`src/design/drc_pkg.sv`:
```
// ----------------------------------------------------------------------------
// drc_pkg: shared definitions for the damage rectangle coalescer
// Register indexes and reset values, port widths, action codes and the sequencer state type.
// ----------------------------------------------------------------------------
`default_nettype none

package drc_pkg;

   // Fixed port widths.
   localparam int POS_BITS      = 14;
   localparam int SIZE_BITS     = 15;
   localparam int EDGE_BITS     = 15;
   localparam int MARGIN_BITS   = 8;
   localparam int CSR_IDX_BITS  = 2;
   localparam int CSR_DATA_BITS = 15;

   // Configuration register indexes.
   localparam logic [CSR_IDX_BITS-1:0] CSR_SCREEN_WIDTH   = 2'd0;
   localparam logic [CSR_IDX_BITS-1:0] CSR_SCREEN_HEIGHT  = 2'd1;
   localparam logic [CSR_IDX_BITS-1:0] CSR_GROW_MARGIN    = 2'd2;
   localparam logic [CSR_IDX_BITS-1:0] CSR_MONITOR_ENABLE = 2'd3;

   // Reset values of the configuration registers.
   localparam logic [CSR_DATA_BITS-1:0] SCREEN_WIDTH_RESET  = 15'd1920;
   localparam logic [CSR_DATA_BITS-1:0] SCREEN_HEIGHT_RESET = 15'd1080;
   localparam logic [MARGIN_BITS-1:0]   GROW_MARGIN_RESET   = 8'd30;

   // Input action codes.
   localparam logic ACTION_ADD   = 1'b0;
   localparam logic ACTION_FLUSH = 1'b1;

   typedef enum logic [1:0] {
      ST_IDLE,
      ST_SCAN,
      ST_EMIT
   } state_type;

endpackage

`default_nettype wire

```
`src/design/damage_rect_coalescer_unit.sv`:
```
// ----------------------------------------------------------------------------
// damage_rect_coalescer_unit: coalesces screen damage rectangles into tiles
// An add is accepted, then compared with the stored tiles in order until one
//   overlaps or the last is reached; a zero-size add is dropped when accepted.
// A flush emits one tile word per cycle while rsp_ready is high; an empty or
//   disabled flush answers with a single invalid word.
// The tile loop runs on one shared compare and union unit fed by a tile
//   memory with one write port and one read port with registered read data.
// Reset (synchronous, active high) empties the table, clears the overflow flag
//   and the handshakes and restores the register defaults; tile memory
//   contents are not cleared.
// ----------------------------------------------------------------------------
`default_nettype none

module damage_rect_coalescer_unit
   import drc_pkg::*;
#(
   parameter int MAX_TILES  = 16,
   parameter int COORD_BITS = 14
) (
   input  wire                       clock,
   input  wire                       reset,

   input  wire                       csr_wen,
   input  wire [CSR_IDX_BITS-1:0]    csr_index,
   input  wire [CSR_DATA_BITS-1:0]   csr_wdata,

   input  wire                       req_valid,
   output logic                      req_ready,
   input  wire                       req_action,
   input  wire [POS_BITS-1:0]        req_rect_x,
   input  wire [POS_BITS-1:0]        req_rect_y,
   input  wire [SIZE_BITS-1:0]       req_rect_w,
   input  wire [SIZE_BITS-1:0]       req_rect_h,

   output logic                      rsp_valid,
   input  wire                       rsp_ready,
   output logic [EDGE_BITS-1:0]      rsp_tile_left,
   output logic [EDGE_BITS-1:0]      rsp_tile_top,
   output logic [EDGE_BITS-1:0]      rsp_tile_right,
   output logic [EDGE_BITS-1:0]      rsp_tile_bottom,
   output logic                      rsp_tile_valid,
   output logic                      rsp_table_overflowed,
   output logic                      rsp_last_tile
);

   // Index into the tile memory, and a count that can also hold MAX_TILES.
   localparam int IW = (MAX_TILES > 1) ? $clog2(MAX_TILES) : 1;
   localparam int CW = $clog2(MAX_TILES + 1);
   // Width for the rectangle end sums; x + w - 1 stays below 2^16.
   localparam int SUMW = (COORD_BITS > 16) ? COORD_BITS : 16;
   // Width for grown edges: a stored edge plus the margin, or a screen size.
   localparam int GW = (COORD_BITS + 1 > 16) ? COORD_BITS + 1 : 16;
   localparam logic [SUMW-1:0] CMAX = SUMW'((32'd1 << COORD_BITS) - 32'd1);
   localparam logic [CW-1:0]   TILES_FULL = CW'(MAX_TILES);
   localparam logic [IW-1:0]   LAST_SLOT  = IW'(MAX_TILES - 1);

   typedef struct packed {
      logic [COORD_BITS-1:0] l;
      logic [COORD_BITS-1:0] t;
      logic [COORD_BITS-1:0] r;
      logic [COORD_BITS-1:0] b;
   } tile_type;

   // -------------------------------------------------------------------------
   // Configuration registers.
   // -------------------------------------------------------------------------
   logic [CSR_DATA_BITS-1:0] screen_width_ff;
   logic [CSR_DATA_BITS-1:0] screen_height_ff;
   logic [MARGIN_BITS-1:0]   grow_margin_ff;
   logic                     monitor_enable_ff;

   always_ff @(posedge clock) begin
      if (reset) begin
         screen_width_ff   <= SCREEN_WIDTH_RESET;
         screen_height_ff  <= SCREEN_HEIGHT_RESET;
         grow_margin_ff    <= GROW_MARGIN_RESET;
         monitor_enable_ff <= 1'b0;
      end else if (csr_wen) begin
         unique case (csr_index)
            CSR_SCREEN_WIDTH:   screen_width_ff   <= csr_wdata;
            CSR_SCREEN_HEIGHT:  screen_height_ff  <= csr_wdata;
            CSR_GROW_MARGIN:    grow_margin_ff    <= csr_wdata[MARGIN_BITS-1:0];
            CSR_MONITOR_ENABLE: monitor_enable_ff <= csr_wdata[0];
            default: ;
         endcase
      end
   end

   // -------------------------------------------------------------------------
   // State.
   // -------------------------------------------------------------------------
   state_type        state_ff, state_in;
   logic [IW-1:0]    idx_ff, idx_in;
   logic [CW-1:0]    count_ff, count_in;
   logic             ovf_ff, ovf_in;
   tile_type         new_ff, new_in;

   logic             rsp_valid_ff, rsp_valid_in;
   logic [EDGE_BITS-1:0] rsp_left_ff, rsp_left_in;
   logic [EDGE_BITS-1:0] rsp_top_ff, rsp_top_in;
   logic [EDGE_BITS-1:0] rsp_right_ff, rsp_right_in;
   logic [EDGE_BITS-1:0] rsp_bottom_ff, rsp_bottom_in;
   logic             rsp_tvalid_ff, rsp_tvalid_in;
   logic             rsp_ovf_ff, rsp_ovf_in;
   logic             rsp_last_ff, rsp_last_in;

   // Tile memory: one write port, one read port with registered data.
   tile_type         tile_mem [MAX_TILES];
   tile_type         rd_ff;
   logic [IW-1:0]    rd_addr;
   logic             wr_en;
   logic [IW-1:0]    wr_addr;
   tile_type         wr_data;

   always_ff @(posedge clock) begin
      if (wr_en) begin
         tile_mem[wr_addr] <= wr_data;
      end
      rd_ff <= tile_mem[rd_addr];
   end

   // -------------------------------------------------------------------------
   // Input decode: saturate the incoming rectangle to the coordinate range.
   // -------------------------------------------------------------------------
   logic             accept;
   logic             zero_size;
   logic [SUMW-1:0]  x_ext, y_ext, x_end, y_end;

   assign accept    = req_valid && req_ready;
   assign zero_size = (req_rect_w == '0) || (req_rect_h == '0);
   assign x_ext     = SUMW'(req_rect_x);
   assign y_ext     = SUMW'(req_rect_y);
   assign x_end     = x_ext + SUMW'(req_rect_w) - SUMW'(1);
   assign y_end     = y_ext + SUMW'(req_rect_h) - SUMW'(1);

   always_comb begin
      new_in.l = (x_ext > CMAX) ? CMAX[COORD_BITS-1:0] : x_ext[COORD_BITS-1:0];
      new_in.t = (y_ext > CMAX) ? CMAX[COORD_BITS-1:0] : y_ext[COORD_BITS-1:0];
      new_in.r = (x_end > CMAX) ? CMAX[COORD_BITS-1:0] : x_end[COORD_BITS-1:0];
      new_in.b = (y_end > CMAX) ? CMAX[COORD_BITS-1:0] : y_end[COORD_BITS-1:0];
   end

   // -------------------------------------------------------------------------
   // Shared compare and union unit, working on the tile just read.
   // -------------------------------------------------------------------------
   logic     overlap, hit, at_end, table_full, out_free;
   tile_type merged;

   assign overlap = (new_ff.l <= rd_ff.r) && (rd_ff.l <= new_ff.r) &&
                    (new_ff.t <= rd_ff.b) && (rd_ff.t <= new_ff.b);
   assign hit        = (count_ff != '0) && overlap;
   assign at_end     = (count_ff == '0) || (CW'(idx_ff) == count_ff - CW'(1));
   assign table_full = (count_ff == TILES_FULL);
   // The output register can take a word when it is empty or being drained.
   assign out_free   = !rsp_valid_ff || rsp_ready;

   always_comb begin
      merged.l = (rd_ff.l < new_ff.l) ? rd_ff.l : new_ff.l;
      merged.t = (rd_ff.t < new_ff.t) ? rd_ff.t : new_ff.t;
      merged.r = (rd_ff.r > new_ff.r) ? rd_ff.r : new_ff.r;
      merged.b = (rd_ff.b > new_ff.b) ? rd_ff.b : new_ff.b;
   end

   // Grown and clamped edges of the tile just read, for a flush.
   logic [GW-1:0] margin_ext, rd_l, rd_t, r_sum, b_sum, sw_ext, sh_ext;
   logic [GW-1:0] grown_l, grown_t, grown_r, grown_b;

   assign margin_ext = GW'(grow_margin_ff);
   assign rd_l       = GW'(rd_ff.l);
   assign rd_t       = GW'(rd_ff.t);
   assign r_sum      = GW'(rd_ff.r) + margin_ext;
   assign b_sum      = GW'(rd_ff.b) + margin_ext;
   assign sw_ext     = GW'(screen_width_ff);
   assign sh_ext     = GW'(screen_height_ff);
   assign grown_l    = (rd_l > margin_ext) ? rd_l - margin_ext : '0;
   assign grown_t    = (rd_t > margin_ext) ? rd_t - margin_ext : '0;
   assign grown_r    = (r_sum < sw_ext) ? r_sum : sw_ext;
   assign grown_b    = (b_sum < sh_ext) ? b_sum : sh_ext;

   // -------------------------------------------------------------------------
   // Sequencer: next state.
   // -------------------------------------------------------------------------
   always_comb begin
      state_in = state_ff;
      unique case (state_ff)
         ST_IDLE: begin
            if (accept) begin
               if (req_action == ACTION_ADD) begin
                  if (!zero_size) begin
                     state_in = ST_SCAN;
                  end
               end else if (monitor_enable_ff && (count_ff != '0)) begin
                  state_in = ST_EMIT;
               end
            end
         end
         ST_SCAN: begin
            if (hit || at_end) begin
               state_in = ST_IDLE;
            end
         end
         ST_EMIT: begin
            if (out_free && at_end) begin
               state_in = ST_IDLE;
            end
         end
         default: state_in = ST_IDLE;
      endcase
   end

   // -------------------------------------------------------------------------
   // Sequencer: datapath controls and register next values.
   // -------------------------------------------------------------------------
   always_comb begin
      req_ready     = 1'b0;
      idx_in        = idx_ff;
      count_in      = count_ff;
      ovf_in        = ovf_ff;
      rd_addr       = '0;
      wr_en         = 1'b0;
      wr_addr       = idx_ff;
      wr_data       = merged;
      rsp_valid_in  = rsp_valid_ff && !rsp_ready;
      rsp_left_in   = rsp_left_ff;
      rsp_top_in    = rsp_top_ff;
      rsp_right_in  = rsp_right_ff;
      rsp_bottom_in = rsp_bottom_ff;
      rsp_tvalid_in = rsp_tvalid_ff;
      rsp_ovf_in    = rsp_ovf_ff;
      rsp_last_in   = rsp_last_ff;

      unique case (state_ff)
         ST_IDLE: begin
            // A flush may need the output register, so wait until it is free.
            req_ready = out_free;
            idx_in    = '0;
            if (accept && (req_action == ACTION_FLUSH) &&
                !(monitor_enable_ff && (count_ff != '0))) begin
               // Empty or disabled flush: one invalid word, tiles untouched.
               rsp_valid_in  = 1'b1;
               rsp_left_in   = '0;
               rsp_top_in    = '0;
               rsp_right_in  = '0;
               rsp_bottom_in = '0;
               rsp_tvalid_in = 1'b0;
               rsp_ovf_in    = ovf_ff;
               rsp_last_in   = 1'b1;
            end
         end
         ST_SCAN: begin
            if (hit) begin
               wr_en = 1'b1;
            end else if (at_end) begin
               wr_en = 1'b1;
               if (!table_full) begin
                  // Append as a new tile.
                  wr_addr  = count_ff[IW-1:0];
                  wr_data  = new_ff;
                  count_in = count_ff + CW'(1);
               end else begin
                  // Full table: the last tile (just read) absorbs the rectangle.
                  wr_addr = LAST_SLOT;
                  ovf_in  = 1'b1;
               end
            end else begin
               idx_in  = idx_ff + IW'(1);
               rd_addr = idx_ff + IW'(1);
            end
         end
         ST_EMIT: begin
            rd_addr = idx_ff;
            if (out_free) begin
               rsp_valid_in  = 1'b1;
               rsp_left_in   = grown_l[EDGE_BITS-1:0];
               rsp_top_in    = grown_t[EDGE_BITS-1:0];
               rsp_right_in  = grown_r[EDGE_BITS-1:0];
               rsp_bottom_in = grown_b[EDGE_BITS-1:0];
               rsp_tvalid_in = 1'b1;
               rsp_ovf_in    = ovf_ff;
               rsp_last_in   = at_end;
               if (at_end) begin
                  count_in = '0;
                  ovf_in   = 1'b0;
                  rd_addr  = '0;
               end else begin
                  idx_in  = idx_ff + IW'(1);
                  rd_addr = idx_ff + IW'(1);
               end
            end
         end
         default: ;
      endcase
   end

   always_ff @(posedge clock) begin
      if (reset) begin
         state_ff     <= ST_IDLE;
         idx_ff       <= '0;
         count_ff     <= '0;
         ovf_ff       <= 1'b0;
         rsp_valid_ff <= 1'b0;
      end else begin
         state_ff     <= state_in;
         idx_ff       <= idx_in;
         count_ff     <= count_in;
         ovf_ff       <= ovf_in;
         rsp_valid_ff <= rsp_valid_in;
      end
   end

   always_ff @(posedge clock) begin
      if (accept) begin
         new_ff <= new_in;
      end
      rsp_left_ff   <= rsp_left_in;
      rsp_top_ff    <= rsp_top_in;
      rsp_right_ff  <= rsp_right_in;
      rsp_bottom_ff <= rsp_bottom_in;
      rsp_tvalid_ff <= rsp_tvalid_in;
      rsp_ovf_ff    <= rsp_ovf_in;
      rsp_last_ff   <= rsp_last_in;
   end

   assign rsp_valid            = rsp_valid_ff;
   assign rsp_tile_left        = rsp_left_ff;
   assign rsp_tile_top         = rsp_top_ff;
   assign rsp_tile_right       = rsp_right_ff;
   assign rsp_tile_bottom      = rsp_bottom_ff;
   assign rsp_tile_valid       = rsp_tvalid_ff;
   assign rsp_table_overflowed = rsp_ovf_ff;
   assign rsp_last_tile        = rsp_last_ff;

   // -------------------------------------------------------------------------
   // Assertions.
   // -------------------------------------------------------------------------
   // The table never holds more tiles than it has slots.
   a_count_bound: assert property (@(posedge clock) disable iff (reset)
      count_ff <= TILES_FULL)
      else $error("tile count beyond table size");

   // Overflow can only have been recorded while the table is full.
   a_ovf_full: assert property (@(posedge clock) disable iff (reset)
      ovf_ff |-> table_full)
      else $error("overflow flag set with table not full");

   // The scan and emit index always points at a stored tile.
   a_idx_range: assert property (@(posedge clock) disable iff (reset)
      ((state_ff == ST_SCAN || state_ff == ST_EMIT) && (count_ff != '0))
         |-> (CW'(idx_ff) < count_ff))
      else $error("tile index beyond stored tiles");

   // Emitting the final tile of a flush empties the table.
   a_flush_clears: assert property (@(posedge clock) disable iff (reset)
      (state_ff == ST_EMIT && out_free && at_end)
         |=> (count_ff == '0 && !ovf_ff && rsp_valid && rsp_last_tile))
      else $error("flush did not empty the table");

endmodule

`default_nettype wire

```
`config.mk`:
```
export PLATFORM = sky130hd
export DESIGN_NAME = damage_rect_coalescer_unit
export DESIGN_NICKNAME = d
export VERILOG_FILES = /design/src/design/drc_pkg.sv /design/src/design/damage_rect_coalescer_unit.sv
export SDC_FILE = /design/constraint.sdc
export NUM_CORES = 2
export LEC_CHECK = 0
export BUFFER_PORTS_ARGS = -buffer_cell sky130_fd_sc_hd__clkbuf_2
export CORE_ASPECT_RATIO = 0.6
export CORE_MARGIN = 5
export CORE_UTILIZATION = 70
export CTS_BUF_LIST = sky130_fd_sc_hd__clkbuf_2 sky130_fd_sc_hd__clkbuf_4 sky130_fd_sc_hd__clkbuf_8
export DETAILED_ROUTE_END_ITERATION = 6
export PLACE_DENSITY = 0.95
export SLEW_MARGIN = 25
export SYNTH_ARGS = -nofsm -noshare
export SYNTH_HDL_FRONTEND = slang
export SYNTH_SLANG_ARGS = --single-unit
```
`constraint.sdc`:
```
create_clock -name clock -period 18.2 [get_ports clock]
set_input_delay 0.91 -clock clock [delete_from_list [all_inputs] [get_ports clock]]
set_output_delay 0.91 -clock clock [all_outputs]
set_load 0.03 [all_outputs]
```
==> impl_metrics.yaml <==
run_status:
  status: "complete, but fails checks"
  failed_checks: "DRC"
clock_tree:
  tritoncts: "done"
  cts.sinks: 1123
  post_cts_buffers: 0
  clkTransAtPathRegs_ns: 0.08
  numCtsBuffers: 150
  cts_resized: 0
  cts_buffer_depth: 3
  clockRootBuffer: "clkbuf_8"
  holdBufCountCts: 0
  htreeDepth: 4
  clk_latency_ns: 0.83
final_layout:
  final_cell_mix: "edfxtp_1, nand2_1, inv_1"
  syn_to_final_growth_pct: 9.38
  final_common_cell: "edfxtp_1"
  drive_above_1_share: 0.151
  nNetsFinal: 4232
  fin_area_sq_um: 54600
power:
  clock_power_share: 0.307
  switching_share: 0.299
  peakVddDrop_v: 0.0000984
  switching_power_w: 0.00188
  p_int_w: 0.00442
  powerDensity_nw_per_um2: 115
  p_seq_frac: 0.511
  power.leakage_nw: 19.9
  pwr-share-comb: 0.182
detailed_routing:
  ant_nets: 0
  vias: 35600
  remaining_drc_errors: 1
  firstDrtPassIters: 7
  vias_per_cell: 7.17
  route.detailed.wl_per_inst_microns: 30.7
  drt_iter0_drc: 6782
  totalWireLength_mm: 152
sta:
  worstMarginPinSlew_ns: 1.18
  rsz0062_at_grt: "false"
  drv_slew: 0
  fin_skew_ns: 0.0480
  period_share: 0.358
  fin_crit_ns: 6.51
  slew_headroom: 0.216
  finalSetupViolations: 0
  hold_violations: 0
  final.setup.tns_ns: 0
  max_freq_mhz: 154
min_path:
  hold_depth: 1
  hold_start: "req_rect_y[0]"
  min_path_type: "in2reg"
  min_to: "new_ff[28]$_SDFFCE_PN1P_"
grt:
  grt_pass1_wl_mm: 220
  grt-ovfl-total: 0
  grt_pass1_vias: 34600
  grt_antenna_before_repair: 14
  grt_usage: 0.388
  grt_max_degree: 184
synth:
  ys_seq_area_frac: 0.653
  ys_types: 85
  synthCells: 3747
  async_reset_ff_frac: 0
  synth_xor_area_frac: 0.0104
  synth_fa_ha_area_frac: 0.0608
  ys.warnings.count: 0
  synth_area_leader_cell: "edfxtp_1"
  yosys.area_share.simple: 0.0950
  synth_area_leaders: "edfxtp_1, ha_1, dfxtp_1"
  synth_top_family_by_area: "simple AND/OR/NAND/NOR gates"
  synth-compound-area-share: 0.0902
  syn_area_sq_um: 50000
  syn_nets: 4067
  yosys.area.top_type_share: 0.610
  syn_area_per_cell_sq_um: 13.3
  ys_ff_latch: 1123
  ys.flop_type: "edfxtp_1"
  synth.area.mux_share: 0.0490
  synth_edf_count: 1015
critical_path:
  reg2reg_from: "rd_ff[26]$_DFF_P_"
  cp_max_fo: 67
  reg2reg_to: "rd_ff[8]$_DFF_P_"
  critPathKind: "reg2reg"
  start_kind: "flop"
  arrival_ns: 7.26
  rrSetupSlack_ns: 11.69
  required_ns: 18.95
  ff2ff_path_depth: 18
  worstSetupEndpointType: "flop"
placement:
  hpwl_mm: 90.0
  portBuffers: 145
  placed_area_sq_um: 51600
  gp_congestion: 1.02
die:
  core_sq_um: 70300
  die_h_microns: 217
  die_x_microns: 355
  io_pins: 146
  dieArea_sq_um: 77000
  start_util: 0.711
  rows: 75
run:
  maxCapViolCount: 0
[per-stage QoR]
stage                     std cells  hold slack (ns)  total power [W]  setup slack, ns  utilization
final                          4959            0.284          0.00630            11.69        0.777
after global routing           4959            0.250          0.00646            11.81        0.777
after CTS                      4958            0.247          0.00620            12.11        0.777
after detailed placement       4684            0.428          0.00432            12.21        0.734
after global placement         4683            0.420          0.00426            12.36        0.734
after floorplan                3747            0.408          0.00389            12.36            -
[synth_stat cells, types with 18 or more instances]
cell	instances
a32oi_1	100
a21oi_1	115
nand2_1	403
nand3_1	134
nand3b_1	20
ha_1	233
buf_2	58
inv_1	283
a211oi_1	29
nor3_1	24
nand4_1	34
nor2_1	122
o211ai_1	21
a31oi_1	62
dfxtp_1	108
a22oi_1	108
xnor2_1	44
clkbuf_1	113
buf_6	18
a21o_1	45
and4_1	52
o21ai_0	82
mux2i_1	158
mux2_2	77
nand2b_1	39
and3_1	71
edfxtp_1	1015
[final cells by class]
cell class / count / area [sq um]
repair buffers: 213 / 1250
diodes: 1 / 2.50
inverters: 283 / 1060
clock buffers: 214 / 2650
fillers: 3581 / 15600
clock inverters: 60 / 320
multi-input cells: 2141 / 15600
well taps: 924 / 1160
flip-flops and latches: 1123 / 32600
[routing by layer]
metal | track usage | vias up | wire (microns)
met3 | 0.161 | 692 | 29200
met4 | 0.159 | 16 | 7390
met1 | 0.531 | 16800 | 51300
li1 | - | 14400 | -
met2 | 0.557 | 3697 | 64100
met5 | 0 | - | 107
[worst max-delay path by stage]
stage / start / end / slack [ns] / depth (start not counted)
final: rd_ff[26]$_DFF_P_ / rd_ff[8]$_DFF_P_ / 11.69 / 18
after global placement: rd_ff[26]$_DFF_P_ / rd_ff[30]$_DFF_P_ / 12.36 / 18
after CTS: rd_ff[46]$_DFF_P_ / rd_ff[8]$_DFF_P_ / 12.11 / 17
after detailed placement: rd_ff[46]$_DFF_P_ / rd_ff[7]$_DFF_P_ / 12.21 / 17
after floorplan: new_ff[4]$_SDFFCE_PN1P_ / tile_mem[4][0]$_DFFE_PP_ / 12.36 / 14
after global routing: rd_ff[13]$_DFF_P_ / rd_ff[8]$_DFF_P_ / 11.81 / 17
[power by group through the flow]
stage / Combinational (W) / Clock [W] / Sequential, W
5_1_grt: 0.00120 / 0.00204 / 0.00322
2_1_floorplan: 0.000627 / 0 / 0.00327
4_1_cts: 0.00108 / 0.00192 / 0.00321
3_5_place_dp: 0.00106 / 0 / 0.00326
6_report: 0.00115 / 0.00193 / 0.00322
3_3_place_gp: 0.00100 / 0 / 0.00326
[worst max-delay path, cell delays in order (launching register included)]
cell,delay (ns)
dfxtp_1,0.60
inv_1,0.17
ha_1,0.33
nand4_1,0.19
nor2_1,0.11
o31a_1,0.13
o31a_1,0.32
a2111oi_4,0.50
buf_4,0.32
o31ai_4,0.09
buf_4,0.26
and2_2,0.24
buf_4,0.45
nor2_4,0.70
buf_4,0.49
buf_4,0.75
a22oi_1,0.25
nand3_1,0.16
and4_1,0.25
[sequential cells by signal (all words and copies together), names as in the netlist, 8 cells and up]
| name | flops |
|---|---|
| grow_margin_ff | 8 |
| new_ff | 56 |
| rd_ff | 56 |
| rsp_tile_bottom | 15 |
| rsp_tile_left | 15 |
| rsp_tile_right | 15 |
| rsp_tile_top | 15 |
| screen_height_ff | 15 |
| screen_width_ff | 15 |
| tile_mem | 896 |
[kinds of logic (layout without fill, tap and decap cells)]
family          after synthesis  in the layout
xor+xnor                     58             58
simple gates                965            965
flops                      1123           1123
other cells                   0              1
mux                         235            235
compound gates              644            644
fa+ha+maj                   239            239
buf+inv                     483            770
Power figures use the tool's default switching activity.
